`src/rtl/mpu_pkg.sv`:
```
package mpu_pkg;

  // Largest row length the column counter supports.
  localparam int MAX_ROW_PIXELS = 4096;

  // Field and register widths.
  localparam int BYTE_W   = 8;
  localparam int PIXEL_W  = 16;
  localparam int BPP_W    = 5;
  localparam int ROW_W    = 13;
  localparam int COL_W    = 12;
  localparam int BUF_W    = 23;
  localparam int COUNT_W  = 5;
  localparam int CFG_IDX_W = 8;

  // Pixel width that selects little-endian byte pairs.
  localparam logic [BPP_W-1:0] BPP_PAIR = 5'd16;

  // Configuration register indexes.
  localparam logic [CFG_IDX_W-1:0] REG_BITS_PER_PIXEL = 8'd0;
  localparam logic [CFG_IDX_W-1:0] REG_ROW_PIXELS     = 8'd1;

  // Result of one pass through the extraction shifter.
  typedef struct packed {
    logic [PIXEL_W-1:0] pixel;
    logic [COUNT_W-1:0] rest;
    logic [BUF_W-1:0]   rest_buf;
    logic               more;
  } extract_t;

endpackage

```
`src/rtl/mpu_extract.sv`:
```
module mpu_extract (
  input  logic [mpu_pkg::BUF_W-1:0]   bit_buffer,
  input  logic [mpu_pkg::COUNT_W-1:0] bit_count,
  input  logic [mpu_pkg::BPP_W-1:0]   width,
  output mpu_pkg::extract_t           result
);

  logic [mpu_pkg::COUNT_W-1:0] rest;
  logic [mpu_pkg::BUF_W-1:0]   shifted;
  logic [mpu_pkg::BUF_W-1:0]   keep_mask;

  // Take the top width bits of the valid part of the buffer and keep the rest.
  always_comb begin
    rest      = bit_count - width;
    shifted   = bit_buffer >> rest;
    keep_mask = (mpu_pkg::BUF_W'(1) << rest) - mpu_pkg::BUF_W'(1);
    result.pixel    = shifted[mpu_pkg::PIXEL_W-1:0];
    result.rest     = rest;
    result.rest_buf = bit_buffer & keep_mask;
    result.more     = (rest >= width);
  end

endmodule

```
`src/rtl/msb_first_pixel_unpacker.sv`:
```
// Unpacks scanline bytes into pixels of 1 to 16 bits. For widths 1 to 15 the bits are
// taken most significant first and a pixel may span bytes; every row starts on a fresh
// byte, and the bits left in the byte after a row's last pixel are dropped. At width 16
// each pixel is a little-endian byte pair. A byte is taken only while the block is idle,
// and the block then emits every pixel that the byte completes (up to 8 at one bit per
// pixel) before it takes the next byte; the single extraction shifter produces one
// pixel per cycle while the output register is free to take it. The output register
// decouples the sides, so a byte is taken while the last pixel still waits. Writing
// either configuration register while the block is idle restarts the stream at a new
// row; a write while pixels are being emitted is ignored. A width of 0 acts as 1,
// above 16 as 16, a row length of 0 acts as 1 and above 4096 as 4096. There is no
// clearing pass after reset.
module msb_first_pixel_unpacker (
  input  logic                           clk,
  input  logic                           rst,
  input  logic                           cfg_we,
  input  logic [mpu_pkg::CFG_IDX_W-1:0]  cfg_index,
  input  logic [mpu_pkg::ROW_W-1:0]      cfg_data,
  input  logic                           in_valid,
  output logic                           in_ready,
  input  logic [mpu_pkg::BYTE_W-1:0]     byte_in,
  output logic                           out_valid,
  input  logic                           out_ready,
  output logic [mpu_pkg::PIXEL_W-1:0]    pixel,
  output logic                           row_end,
  output logic                           last
);

  typedef enum logic [1:0] {
    IDLE,
    RUN,
    PAIR
  } state_t;

  state_t                        state;
  logic [mpu_pkg::BPP_W-1:0]     bits_per_pixel;
  logic [mpu_pkg::ROW_W-1:0]     row_pixels;
  logic [mpu_pkg::BUF_W-1:0]     bit_buffer;
  logic [mpu_pkg::COUNT_W-1:0]   bit_count;
  logic [mpu_pkg::COL_W-1:0]     column_index;
  logic [mpu_pkg::BYTE_W-1:0]    low_byte_hold;
  logic                          low_byte_valid;
  logic [mpu_pkg::BYTE_W-1:0]    high_byte;

  logic [mpu_pkg::BPP_W-1:0]     eff_bits;
  logic [mpu_pkg::ROW_W-1:0]     eff_row;
  logic [mpu_pkg::ROW_W-1:0]     column_next;
  logic                          end_of_row;
  logic                          out_free;
  logic                          emit;
  logic                          in_xfer;
  logic [mpu_pkg::BUF_W-1:0]     load_buf;
  logic [mpu_pkg::COUNT_W-1:0]   load_count;
  mpu_pkg::extract_t             ext;

  // Effective width and row length after clamping.
  always_comb begin
    if (bits_per_pixel == '0) begin
      eff_bits = mpu_pkg::BPP_W'(1);
    end else if (bits_per_pixel > mpu_pkg::BPP_PAIR) begin
      eff_bits = mpu_pkg::BPP_PAIR;
    end else begin
      eff_bits = bits_per_pixel;
    end
    if (row_pixels == '0) begin
      eff_row = mpu_pkg::ROW_W'(1);
    end else if (row_pixels > mpu_pkg::ROW_W'(mpu_pkg::MAX_ROW_PIXELS)) begin
      eff_row = mpu_pkg::ROW_W'(mpu_pkg::MAX_ROW_PIXELS);
    end else begin
      eff_row = row_pixels;
    end
  end

  // Column advance and handshake helpers.
  always_comb begin
    column_next = {1'b0, column_index} + mpu_pkg::ROW_W'(1);
    end_of_row  = (column_next >= eff_row);
    out_free    = !out_valid || out_ready;
    emit        = ((state == RUN) || (state == PAIR)) && out_free;
    in_ready    = (state == IDLE);
    in_xfer     = in_valid && in_ready;
    load_buf    = {bit_buffer[mpu_pkg::BUF_W-mpu_pkg::BYTE_W-1:0], byte_in};
    load_count  = bit_count + mpu_pkg::COUNT_W'(mpu_pkg::BYTE_W);
  end

  // Shared extraction shifter.
  mpu_extract u_extract (
    .bit_buffer (bit_buffer),
    .bit_count  (bit_count),
    .width      (eff_bits),
    .result     (ext)
  );

  // Sequencer, stream state and output register.
  always_ff @(posedge clk) begin
    if (rst) begin
      state          <= IDLE;
      bits_per_pixel <= 5'd8;
      row_pixels     <= 13'd640;
      bit_buffer     <= '0;
      bit_count      <= '0;
      column_index   <= '0;
      low_byte_hold  <= '0;
      low_byte_valid <= 1'b0;
      high_byte      <= '0;
      out_valid      <= 1'b0;
      pixel          <= '0;
      row_end        <= 1'b0;
      last           <= 1'b0;
    end else begin
      // The output register fills with a new pixel and empties on a transfer.
      if (emit) begin
        out_valid <= 1'b1;
      end else if (out_ready) begin
        out_valid <= 1'b0;
      end
      case (state)
        IDLE: begin
          if (cfg_we && (cfg_index == mpu_pkg::REG_BITS_PER_PIXEL ||
                         cfg_index == mpu_pkg::REG_ROW_PIXELS)) begin
            if (cfg_index == mpu_pkg::REG_BITS_PER_PIXEL) begin
              bits_per_pixel <= cfg_data[mpu_pkg::BPP_W-1:0];
            end else begin
              row_pixels <= cfg_data;
            end
            bit_buffer     <= '0;
            bit_count      <= '0;
            column_index   <= '0;
            low_byte_hold  <= '0;
            low_byte_valid <= 1'b0;
          end else if (in_xfer) begin
            if (eff_bits == mpu_pkg::BPP_PAIR) begin
              if (!low_byte_valid) begin
                low_byte_hold  <= byte_in;
                low_byte_valid <= 1'b1;
              end else begin
                high_byte <= byte_in;
                state     <= PAIR;
              end
            end else begin
              bit_buffer <= load_buf;
              bit_count  <= load_count;
              if (load_count >= eff_bits) begin
                state <= RUN;
              end
            end
          end
        end
        RUN: begin
          if (out_free) begin
            pixel     <= ext.pixel;
            row_end   <= end_of_row;
            last      <= end_of_row || !ext.more;
            if (end_of_row) begin
              bit_buffer   <= '0;
              bit_count    <= '0;
              column_index <= '0;
            end else begin
              bit_buffer   <= ext.rest_buf;
              bit_count    <= ext.rest;
              column_index <= column_next[mpu_pkg::COL_W-1:0];
            end
            if (end_of_row || !ext.more) begin
              state <= IDLE;
            end
          end
        end
        PAIR: begin
          if (out_free) begin
            pixel          <= {high_byte, low_byte_hold};
            row_end        <= end_of_row;
            last           <= 1'b1;
            column_index   <= end_of_row ? '0 : column_next[mpu_pkg::COL_W-1:0];
            low_byte_hold  <= '0;
            low_byte_valid <= 1'b0;
            state          <= IDLE;
          end
        end
        default: begin
          state <= IDLE;
        end
      endcase
    end
  end

  // While extracting, the buffer always holds at least one whole pixel.
  a_run_has_pixel: assert property (@(posedge clk) disable iff (rst)
    (state == RUN) |-> (bit_count >= eff_bits))
    else $error("extraction running without a whole pixel in the buffer");

  // The column counter stays inside the row.
  a_column_in_row: assert property (@(posedge clk) disable iff (rst)
    ({1'b0, column_index} < eff_row))
    else $error("column index beyond the row length");

  // A held low byte exists only in byte-pair mode.
  a_pair_mode_hold: assert property (@(posedge clk) disable iff (rst)
    low_byte_valid |-> (eff_bits == mpu_pkg::BPP_PAIR))
    else $error("low byte held outside byte-pair mode");

  // A finished extraction run leaves fewer bits than a pixel.
  a_run_exit: assert property (@(posedge clk) disable iff (rst)
    ((state == RUN) && out_free && !end_of_row && !ext.more) |=>
      ((state == IDLE) && (bit_count < eff_bits)))
    else $error("leftover bits after a run form a whole pixel");

endmodule

```
`config.mk`:
```
export PLATFORM = sky130hd
export DESIGN_NAME = msb_first_pixel_unpacker
export DESIGN_NICKNAME = d
export VERILOG_FILES = /design/src/rtl/mpu_pkg.sv /design/src/rtl/mpu_extract.sv /design/src/rtl/msb_first_pixel_unpacker.sv
export SDC_FILE = /design/constraint.sdc
export NUM_CORES = 1
export LEC_CHECK = 0
export BUFFER_PORTS_ARGS = -buffer_cell sky130_fd_sc_hd__buf_2
export CORE_ASPECT_RATIO = 0.7
export CORE_MARGIN = 3
export CORE_UTILIZATION = 38
export DETAILED_ROUTE_END_ITERATION = 12
export SYNTH_ARGS = -nofsm -noshare
export SYNTH_HDL_FRONTEND = slang
export SYNTH_SLANG_ARGS = --single-unit
```
`constraint.sdc`:
```
create_clock -name clk -period 7.8 [get_ports clk]
set_clock_uncertainty 0.05 [all_clocks]
set_input_delay 0.39 -clock clk [delete_from_list [all_inputs] [get_ports clk]]
set_output_delay 0.39 -clock clk [all_outputs]
set_load 0.02 [all_outputs]
```
==> impl_metrics.csv <==
group,metric,value,unit
pwr,p_clk_share,24.2,%
setup_path,cp_slowest_cell,"or4_1",
pwr,p_sw_share,45.1,%
layout,syn2layout_area_growth,11.3,%
cts,cts_tree,"built",
yosys,synth_fp_nets,819,
grt,grt_pass1_wl,33.4,mm
place,place_inst,988,
sta,fin_crit,4.82,ns
setup_path,crit_fanout,22,
yosys,synth_cell_type_count,72,
yosys,ys_seq_area_share,30.2,%
yosys,yosys_warnings,0,
route,wire_per_inst,21.0,um
route,route.detailed.drc,0,
route,first_pass_iters,6,
setup_path,timing.rr.end,"bit_buffer[18]",
cts,htreeDepth,3,
floorplan,dieArea,0.0183,mm^2
sta,period_share,61.8,%
setup_path,start_kind,"flop",
route,drtIter0Drc,705,
layout,nets,844,
layout,diodes,0,
place,numPortBuffers,53,
yosys,yosys-top-cells-count,"dfxtp_1, nor2_1, nand2_1",
grt,track_usage,23.2,%
sta,drv_slew,0,
yosys,synth_area_leader_cell,"dfxtp_1",
setup_path,worst_setup_path_end_kind,"flop",
setup_path,regToRegStartpoint,"bits_per_pixel[1]",
grt,grt_pass1_vias,5844,
layout,stdcell_count,1004,
pwr,vdd_drop_max,0.102,mV
setup_path,cp.required,7.99,ns
sta,tightest_slew,1.26,ns
cts,cts_resized,0,
yosys,async_reset_ff_share,0,%
yosys,synth.top_cell.area_share,30.2,%
cts,clkLatencyLatePin,0.36,ns
route,vias_per_cell,6.10,
layout,drive_above_1_share,15.4,%
cts,numClockSinks,96,
sta,tns,0,ns
sta,timing.hold.ws,0.199,ns
setup_path,path_class,"reg -> reg",
floorplan,rows,38,
setup_path,r2r_slack,2.98,ns
worst_hold_path,hold_depth,3,
grt,antenna_found_initial,0,
yosys,syn_avg_cell_area,8.43,um^2
floorplan,fp.dieW,161,um
route,routed_wl,21.1,mm
cts,clock_path_buffers,2,
setup_path,r2r_cells,20,
pwr,sequentialPowerShare,30.3,%
cts,cts_buffers,9,
setup_path,arrival,5.01,ns
sta,max-slew-margin-rel,15.6,%
worst_hold_path,hp-class,"in -> reg",
place,dp_hpwl,15.6,mm
pwr,intPower,1.11,mW
floorplan,start_util,39.9,%
setup_path,critPathMostFrequentCell,"nand2_1",
yosys,yosys-top-cells-area,"dfxtp_1, mux2i_1, mux4_2, ha_1, nor2_1",
setup_path,cp-startpoint,"bits_per_pixel[1]",
yosys,yosysMostFrequentCell,"dfxtp_1",
pwr,p_comb_share,45.5,%
floorplan,dieHeight,114,um
cts,cts_root_buf,"clkbuf_16",
route,dr_total_vias,6120,
yosys,syn-cell-area,0.00635,mm^2
worst_hold_path,worstHoldStart,"cfg_data[9]",
sta,hold_viol_final,0,
flow_run,cap_violations,0,
yosys,synth-edff-count,0,
yosys,ys.flop_type,"dfxtp_1",
route,postRouteAntennaNets,0,
setup_path,crit_chain,"or4_1, nand2_1, ha_1, fa_1, nor2b_1, o21ba_2, nor3_1, nor2_1, buf_4, inv_1, nor3_1, nand2_1, ha_1, clkinv_1, nand2_1, o41ai_1, a22oi_1, o22ai_1, a211oi_1, nor2_1",
grt,grt_max_degree,72,
pwr,power_switching,0.911,mW
sta,setup_viol,0,
pwr,powerDensity,286,mW/mm^2
sta,fmaxAchievable,207,MHz
sta,rsz0062_at_grt,"false",
cts,clk_pin_slew_worst_paths,0.08,ns
cts,hold_buffers,0,
floorplan,core,0.0159,mm^2
yosys,ys_seq_elements,96,
cts,cts_setup_buffers,0,
yosys,syn_inst,754,
worst_hold_path,min_to,"row_pixels[9]",
grt,overflow,0,
pwr,p_leak,2.93,nW
run_status,status,"finished clean",
floorplan,ioPinCount,54,
setup_path,slowest_delay,0.58,ns
place,gp_congestion,0.922,
[layout by cell type (no fill, tap or decap), types with 21 or more instances in the layout]
| cell | n |
|---|---|
| ha_1 | 30 |
| nor2_1 | 87 |
| mux2i_1 | 42 |
| o21ai_0 | 56 |
| dfxtp_1 | 96 |
| a22oi_1 | 25 |
| nand2_1 | 65 |
| a21oi_1 | 52 |
| buf_2 | 53 |
| inv_1 | 21 |
[per-layer routing]
metal / up-vias / GRT usage, % / wire [um]
met1: 2957 / 34.6 / 10300
met5: - / 0 / 0
li1: 2863 / - / -
met3: 32 / 6.83 / 2050
met4: 0 / 5.84 / 326
met2: 268 / 32.4 / 8340
[power by group through the flow]
stage               Clock (mW)  Combinational [mW]  Sequential (mW)
global route             0.518                1.00            0.619
floorplan                    0               0.615            0.631
detailed placement           0               0.895            0.620
CTS                      0.500               0.901            0.609
global placement             0               0.894            0.618
finish                   0.489               0.920            0.611
[worst max path at each step]
stage	to	slack [ns]	cells after the start
after CTS	bit_buffer[18]	3.07	20
final	bit_buffer[18]	2.98	20
after global placement	bit_buffer[18]	3.24	20
after floorplan	bit_buffer[18]	4.16	18
after global routing	bit_buffer[18]	2.60	20
after detailed placement	bit_buffer[18]	3.09	20
[metrics by stage]
step	power, mW	setup slack, ns	util, %	cell area, um^2
4_1_cts	2.01	3.07	44.4	7070
2_1_floorplan	1.25	4.16	-	6350
6_report	2.02	2.98	44.4	7070
3_3_place_gp	1.51	3.24	42.4	6750
5_1_grt	2.14	2.60	44.4	7070
3_5_place_dp	1.51	3.09	42.4	6750
[layout make-up]
class / instances / area [um^2]
flip-flops and latches: 96 / 1920
clock inverters: 7 / 96.3
clock buffers: 9 / 225
inverters: 23 / 86.3
repair buffers: 63 / 340
well taps: 220 / 275
multi-input cells: 586 / 4130
fillers: 1577 / 8850
[sequential cells by signal, indices dropped and copies added (netlist names)]
| name | flops |
|---|---|
| pixel | 16 |
| state | 2 |
| low_byte_valid | 1 |
| bit_count | 5 |
| bit_buffer | 23 |
| out_valid | 1 |
| high_byte | 8 |
| row_pixels | 13 |
| column_index | 12 |
| low_byte_hold | 8 |
| last | 1 |
| row_end | 1 |
| bits_per_pixel | 5 |
[critical path: cells and delay by family (launching register included)]
family	cells	cell delay, ns
AOI/OAI and AO/OA	5	0.82
adders and majority gates	3	0.85
buffers and inverters	3	1.04
DFF	1	0.32
and+or+nand+nor	9	1.64
[logic make-up after synthesis]
logic type	count (synthesis)	share of synthesized area (%)
XOR/XNOR	15	2.07
AO/OA/AOI/OAI	227	23.8
multiplexers	67	14.1
adder cells (fa/ha/maj)	31	6.22
AND/OR/NAND/NOR	246	18.7
buffers and inverters	72	4.90
flip-flops	96	30.2
Power figures use the tool's default switching activity.
